$ cat src/sv/fcg_pkg.sv
// shared constants and types of the four-corner gradient pixel block
// no dependencies; read by the interfaces, the divider and the top level
package fcg_pkg;

	localparam int PIX_W       = 12;
	localparam int CHAN_W      = 8;
	localparam int LANES       = 4;
	localparam int COLOR_W     = CHAN_W * LANES;
	localparam int CFG_DIM_W   = 13;
	localparam int CFG_IDX_W   = 3;
	localparam int CFG_DATA_W  = 32;
	localparam int DEF_MAX_DIM = 4096;

	localparam logic [CFG_DIM_W-1:0] WIDTH_RESET  = CFG_DIM_W'(1920);
	localparam logic [CFG_DIM_W-1:0] HEIGHT_RESET = CFG_DIM_W'(1080);

	typedef enum logic [CFG_IDX_W-1:0] {
		REG_COLOR_TL = 3'd0,
		REG_COLOR_BL = 3'd1,
		REG_COLOR_TR = 3'd2,
		REG_COLOR_BR = 3'd3,
		REG_WIDTH    = 3'd4,
		REG_HEIGHT   = 3'd5
	} cfg_reg_t;

endpackage

$ cat src/sv/fcg_div_pipe.sv
// pipelined restoring divider, one quotient bit per stage, four lanes sharing a divisor
// depends on fcg_pkg; quotient must fit in CHAN_W bits (numerator below divisor * 256)
module fcg_div_pipe #(
	parameter int NUM_W = 34,
	parameter int DEN_W = 26
) (
	input  logic                                         clk,
	input  logic [fcg_pkg::CHAN_W-1:0]                   en,
	input  logic [fcg_pkg::LANES-1:0][NUM_W-1:0]         num,
	input  logic [DEN_W-1:0]                             den,
	output logic [fcg_pkg::LANES-1:0][fcg_pkg::CHAN_W-1:0] quo
);

	localparam int STEPS = fcg_pkg::CHAN_W;
	localparam int LANES = fcg_pkg::LANES;

	logic [NUM_W-1:0]          rem_s [STEPS][LANES];
	logic [fcg_pkg::CHAN_W-1:0] quo_s [STEPS][LANES];

	for (genvar j = 0; j < STEPS; j++) begin : g_step
		for (genvar k = 0; k < LANES; k++) begin : g_lane
			logic [NUM_W-1:0]           r_in;
			logic [fcg_pkg::CHAN_W-1:0] q_in;
			logic [NUM_W-1:0]           dsh;
			logic                       take;

			if (j == 0) begin : g_first
				assign r_in = num[k];
				assign q_in = '0;
			end else begin : g_next
				assign r_in = rem_s[j-1][k];
				assign q_in = quo_s[j-1][k];
			end

			// divisor aligned to this stage's quotient bit
			assign dsh  = NUM_W'(den) << (STEPS - 1 - j);
			assign take = (r_in >= dsh);

			always_ff @(posedge clk) begin
				if (en[j]) begin
					rem_s[j][k] <= take ? (r_in - dsh) : r_in;
					quo_s[j][k] <= {q_in[fcg_pkg::CHAN_W-2:0], take};
				end
			end
		end
	end

	for (genvar k = 0; k < LANES; k++) begin : g_out
		assign quo[k] = quo_s[STEPS-1][k];
	end

endmodule

$ cat config.mk
export PLATFORM = sky130hd
export DESIGN_NAME = fcg_div_pipe
export DESIGN_NICKNAME = d
export VERILOG_FILES = /design/src/sv/fcg_pkg.sv /design/src/sv/fcg_div_pipe.sv
export SDC_FILE = /design/constraint.sdc
export NUM_CORES = 2
export LEC_CHECK = 0
export BUFFER_PORTS_ARGS = -buffer_cell sky130_fd_sc_hd__buf_4
export CAP_MARGIN = 25
export CORE_MARGIN = 3
export CORE_UTILIZATION = 35
export DETAILED_ROUTE_END_ITERATION = 10
export PLACE_DENSITY = 0.49
export SLEW_MARGIN = 10
export SYNTH_ARGS = -nofsm -noshare
export SYNTH_HDL_FRONTEND = slang
export SYNTH_SLANG_ARGS = --single-unit
$ cat constraint.sdc
create_clock -name clk -period 5.36 [get_ports clk]
set_input_delay 0.804 -clock clk [delete_from_list [all_inputs] [get_ports clk]]
set_output_delay 0.804 -clock clk [all_outputs]
set_load 0.01 [all_outputs]
# After elaboration in Yosys (flattened, before gate mapping)
# Memories as Yosys holds them, arrays and structs flattened.
# Index checks and enable logic that the tools add are counted.
# op_classes
addsub	32
multipliers	0
n_div	0
n_lt_le_gt_ge	32
n_eq_ne	0
shifts	0
muxes	48
bitwise_logic	0
reduce_logical	0
# ops
op	n
34-bit 2-to-1 mux	32
34-bit by 26-bit >= comparator with 1-bit output	4
34-bit by 27-bit >= comparator with 1-bit output	4
34-bit by 28-bit >= comparator with 1-bit output	4
34-bit by 29-bit >= comparator with 1-bit output	4
34-bit by 30-bit >= comparator with 1-bit output	4
34-bit by 31-bit >= comparator with 1-bit output	4
34-bit by 32-bit >= comparator with 1-bit output	4
34-bit by 33-bit >= comparator with 1-bit output	4
34-bit by 26-bit subtractor with 34-bit output	4
34-bit by 27-bit subtractor with 34-bit output	4
34-bit by 28-bit subtractor with 34-bit output	4
34-bit by 29-bit subtractor with 34-bit output	4
34-bit by 30-bit subtractor with 34-bit output	4
34-bit by 31-bit subtractor with 34-bit output	4
34-bit by 32-bit subtractor with 34-bit output	4
34-bit by 33-bit subtractor with 34-bit output	4
1-bit 2-to-1 mux	16
# word_totals
register_bits	0
latch_bits	0
ram_bits	1344
mem_bits_ro	0
input_bits	171
elab_cells	114
n_memories	2
# memory_table
name	depth	width	read_ports	rd_ports_with_merged_regs	write_ports	line	text
rem_s	8	136	7	0	8	fcg_div_pipe.sv:17	logic [NUM_W-1:0] rem_s [STEPS][LANES];
quo_s	8	32	8	0	8	fcg_div_pipe.sv:18	logic [fcg_pkg::CHAN_W-1:0] quo_s [STEPS][LANES];

# Depth between registers and ports, before layout
# An unclocked memory read counts as a cell.
# depth
ltp_word	3
mapped_depth	16
mapped_depth_nobuf	14

# Least setup slack after synthesis
# No wires, ideal clock.
# synth_timing
path_type	input port to flip-flop
from	input den[1]
to	memory rem_s[4][88] (netlist name) (data pin)
setup_ns	0.272
t_arrival_ns	4.330
required_time_ns	5.088
slack_ns	0.758
path_stages	13
n_path_buf	1
cell_sequence	inv_1 -> ha_1 -> nor2b_1 -> o21ai_0 -> a21boi_0 -> o21ai_0 -> nand2b_1 -> a221oi_1 -> o21ba_2 -> a21o_1 -> clkbuf_1 -> a2111oi_0 -> or4_1
# synth_lines
element	line	text
start, declared	fcg_div_pipe.sv:10	input logic [DEN_W-1:0] den,
end, declared	fcg_div_pipe.sv:17	

==> impl_metrics.ini <==
[outcome]
status = completed

[setup_path]
path_max_fanout = 34
ff2ff_setup_slack_ps = 1300
cp_common_cell = buf_4
worstReg2RegEnd = rem_s[1][45]$_DFFE_PP_
slowest_delay_ps = 470
critPathCaptureType = register
r2r_cells = 13
path_delay_family = compound AO/OA/AOI/OAI gates
path_cells = buf_4 -> clkinv_2 -> buf_4 -> ha_1 -> nor2b_1 -> o31a_1 -> o221a_2 -> o31ai_4 -> o21ai_1 -> o41ai_4 -> nor4_1 -> nor3_4 -> buf_12 -> mux2_2
crit_path_end = rem_s[3][113]$_DFFE_PP_
worstSetupPathType = primary input to register
crit_path_start = den[2]
required_ps = 5920
worstSetupStartpointType = primary input
critical_path_depth = 14
arrival_ps = 4960
crit_buf_inv = 4
r2r_start = rem_s[0][40]$_DFFE_PP_
worst_path_max_delay_cell = clkinv_2

[logic_synthesis]
synth_area_um2 = 81800
netlist_instances = 8411
async_flop_share_pct = 0
synth_top_area_share_pct = 40.2
synth_top_area_cell = edfxtp_1
synth-seq-area-share_pct = 40.2
synth-seq-cells = 1096
postSynthAreaPerCell_um2 = 9.73
synth_edf_count = 1096
synth_nets = 9442
synth.top_cells.by_area = edfxtp_1 40%, ha_1 13%, a21oi_1 5.0%
ys_types = 99
yosys_warnings = 0
yosys_most_used_dff = edfxtp_1

[timing]
final.min_clock_period_ps = 4400
drv_slew = 0
fmax_mhz = 227
timing.final.hold_violations = 0
rsz0062_at_grt = false
period_share_pct = 82.1
tightest_slew_ps = 1010
slew-limit-headroom_pct = 32.4
fin_hold_ws_ps = 186
skew_ps = 28.4
finalSetupTns_ps = 0
setup_violations = 0
setup_ws_ps = 960

[clock_network]
cts-resized-gates = 0
clk_latency_ps = 810
cts_max_level = 4
cts_sinks = 1096
cts_tree = yes
path_clk_slew_ps = 60
cts-hold-fix-buffers = 0
clk_path_buf_depth = 3
post_cts_buffers = 0
clock-root-buffer = clkbuf_16
numCtsBuffers = 136

[detailed_routing]
route.detailed.drc = 0
wl_met1_mm = 137
met3_length_mm = 12.9
drt-pass1-iter-count = 6
dr.max_layer_used = met4
wirelength_mm = 254
first_iter_violations = 5712
postRouteAntennaNets = 0
met2WireLength_mm = 97.7
post_drt_wl_per_cell_um = 21.4
vias = 64900
vias_per_cell = 5.47

[floorplan]
start_util_pct = 35.4
pin_count = 203
std_cell_rows = 176
die-area_um2 = 240000
fp.dieH_um = 490
die_x_um = 490
core-area_um2 = 231000

[grt]
grt_pass1_vias = 61400
grt_pass1_wl_mm = 382
antenna_found_initial = 4
grt-ovfl-total = 0
track_usage_pct = 20.8
grt_max_degree = 145

[layout]
fin_nets = 9740
fill_cells = 22500
final_cells = 11800
area_delta_synth_final_pct = 13.6
drive_gt1_share_pct = 9.54

[pwr]
power.density_nw_per_um2 = 514
leakage_nw = 36.6
peakVddDrop_v = 0.000333
finalPower_w = 0.0478

[flow_run]
maxCapViolations = 0

[placement]
hpwl_mm = 191
port_buffers = 202
place_inst = 11600
pre_cts_slack_ps = 119
place_congestion = 0.913

[hold_path]
hold_class = primary input to register
-- final cells by class --
| type | count | area [um2] | share of cell area, % |
|---|---|---|---|
| diodes | 7 | 17.5 | 0.0188 |
| clock buffers | 156 | 3580 | 3.86 |
| clock inverters | 89 | 1050 | 1.13 |
| inverters | 282 | 1090 | 1.17 |
| multi-input cells | 6811 | 47100 | 50.6 |
| flip-flops and latches | 1096 | 32900 | 35.4 |
| well taps | 3026 | 3790 | 4.07 |
| repair buffers | 382 | 3440 | 3.70 |
-- per-layer routing --
layer | vias to the layer above | track usage, %
li1 | 32300 | -
met1 | 30600 | 33.9
met2 | 1735 | 28.1
met3 | 285 | 2.62
met4 | 0 | 5.32
met5 | - | 0
-- cell usage in the layout (no fill, tap or decap), drive strengths merged, types with 41 or more instances in the layout --
cell,Yosys,final
a211oi,81,81
a21o,370,370
a21oi,823,823
a31oi,69,69
and3,60,60
buf,54,381
clkbuf,168,157
clkinv,1,79
edfxtp,1096,1096
ha,832,832
inv,281,263
mux2,135,135
nand2,793,793
nand2b,124,124
nand3,161,161
nand4,120,120
nor2,624,624
nor2b,139,139
nor3,134,134
nor4,82,82
o21a,102,102
o21ai,716,716
o21bai,87,87
o31ai,60,60
or3,41,41
xnor2,367,367
xor2,321,321
-- synth_stat cells, drive strengths merged (87+ instances only) --
library cell and n:
edfxtp 1096, ha 832, a21oi 823, nand2 793, o21ai 716, nor2 624, a21o 370, xnor2 367
xor2 321, inv 281, clkbuf 168, nand3 161, nor2b 139, mux2 135, nor3 134, nand2b 124
nand4 120, o21a 102, o21bai 87
-- report_power, final --
part | internal, W | switching (W)
Sequential | 0.0137 | 0.00210
Combinational | 0.00964 | 0.0128
Clock | 0.00578 | 0.00383
Total | 0.0291 | 0.0187
-- how the worst min path moves through the flow --
| stage | endpoint | start | cells after the start | slack (ps) |
|---|---|---|---|---|
| 2_1_floorplan | quo_s[0][105]$_DFFE_PP_ | quo_s[0][72]$_DFFE_PP_ | 0 | 400 |
| 3_3_place_gp | quo_s[1][77]$_DFFE_PP_ | quo_s[1][44]$_DFFE_PP_ | 0 | 400 |
| 3_5_place_dp | quo_s[0][82]$_DFFE_PP_ | quo_s[0][49]$_DFFE_PP_ | 0 | 400 |
| 4_1_cts | rem_s[0][38]$_DFFE_PP_ | num[72] | 1 | 100 |
| 5_1_grt | rem_s[0][38]$_DFFE_PP_ | num[72] | 1 | 130 |
| 6_report | rem_s[0][38]$_DFFE_PP_ | num[72] | 1 | 190 |
-- per-stage QoR --
stage,area [um2],utilization [%]
2_1_floorplan,81800,-
3_3_place_gp,88200,38.2
3_5_place_dp,88200,38.2
4_1_cts,92900,40.2
5_1_grt,92900,40.2
6_report,92900,40.2
-- kinds of logic after synthesis --
group / Yosys count / share of synthesized area [%]
flip-flops: 1096 / 40.2
AO/OA/AOI/OAI: 2655 / 20.2
multiplexers: 152 / 2.07
buffers and inverters: 504 / 2.40
XOR/XNOR: 688 / 7.36
adder cells (fa/ha/maj): 860 / 13.4
AND/OR/NAND/NOR: 2456 / 14.3
-- state kept, by name, indices dropped and copies added (netlist names) --
register	cells
quo_s	144
rem_s	952
(Power assumes the default switching activity.)
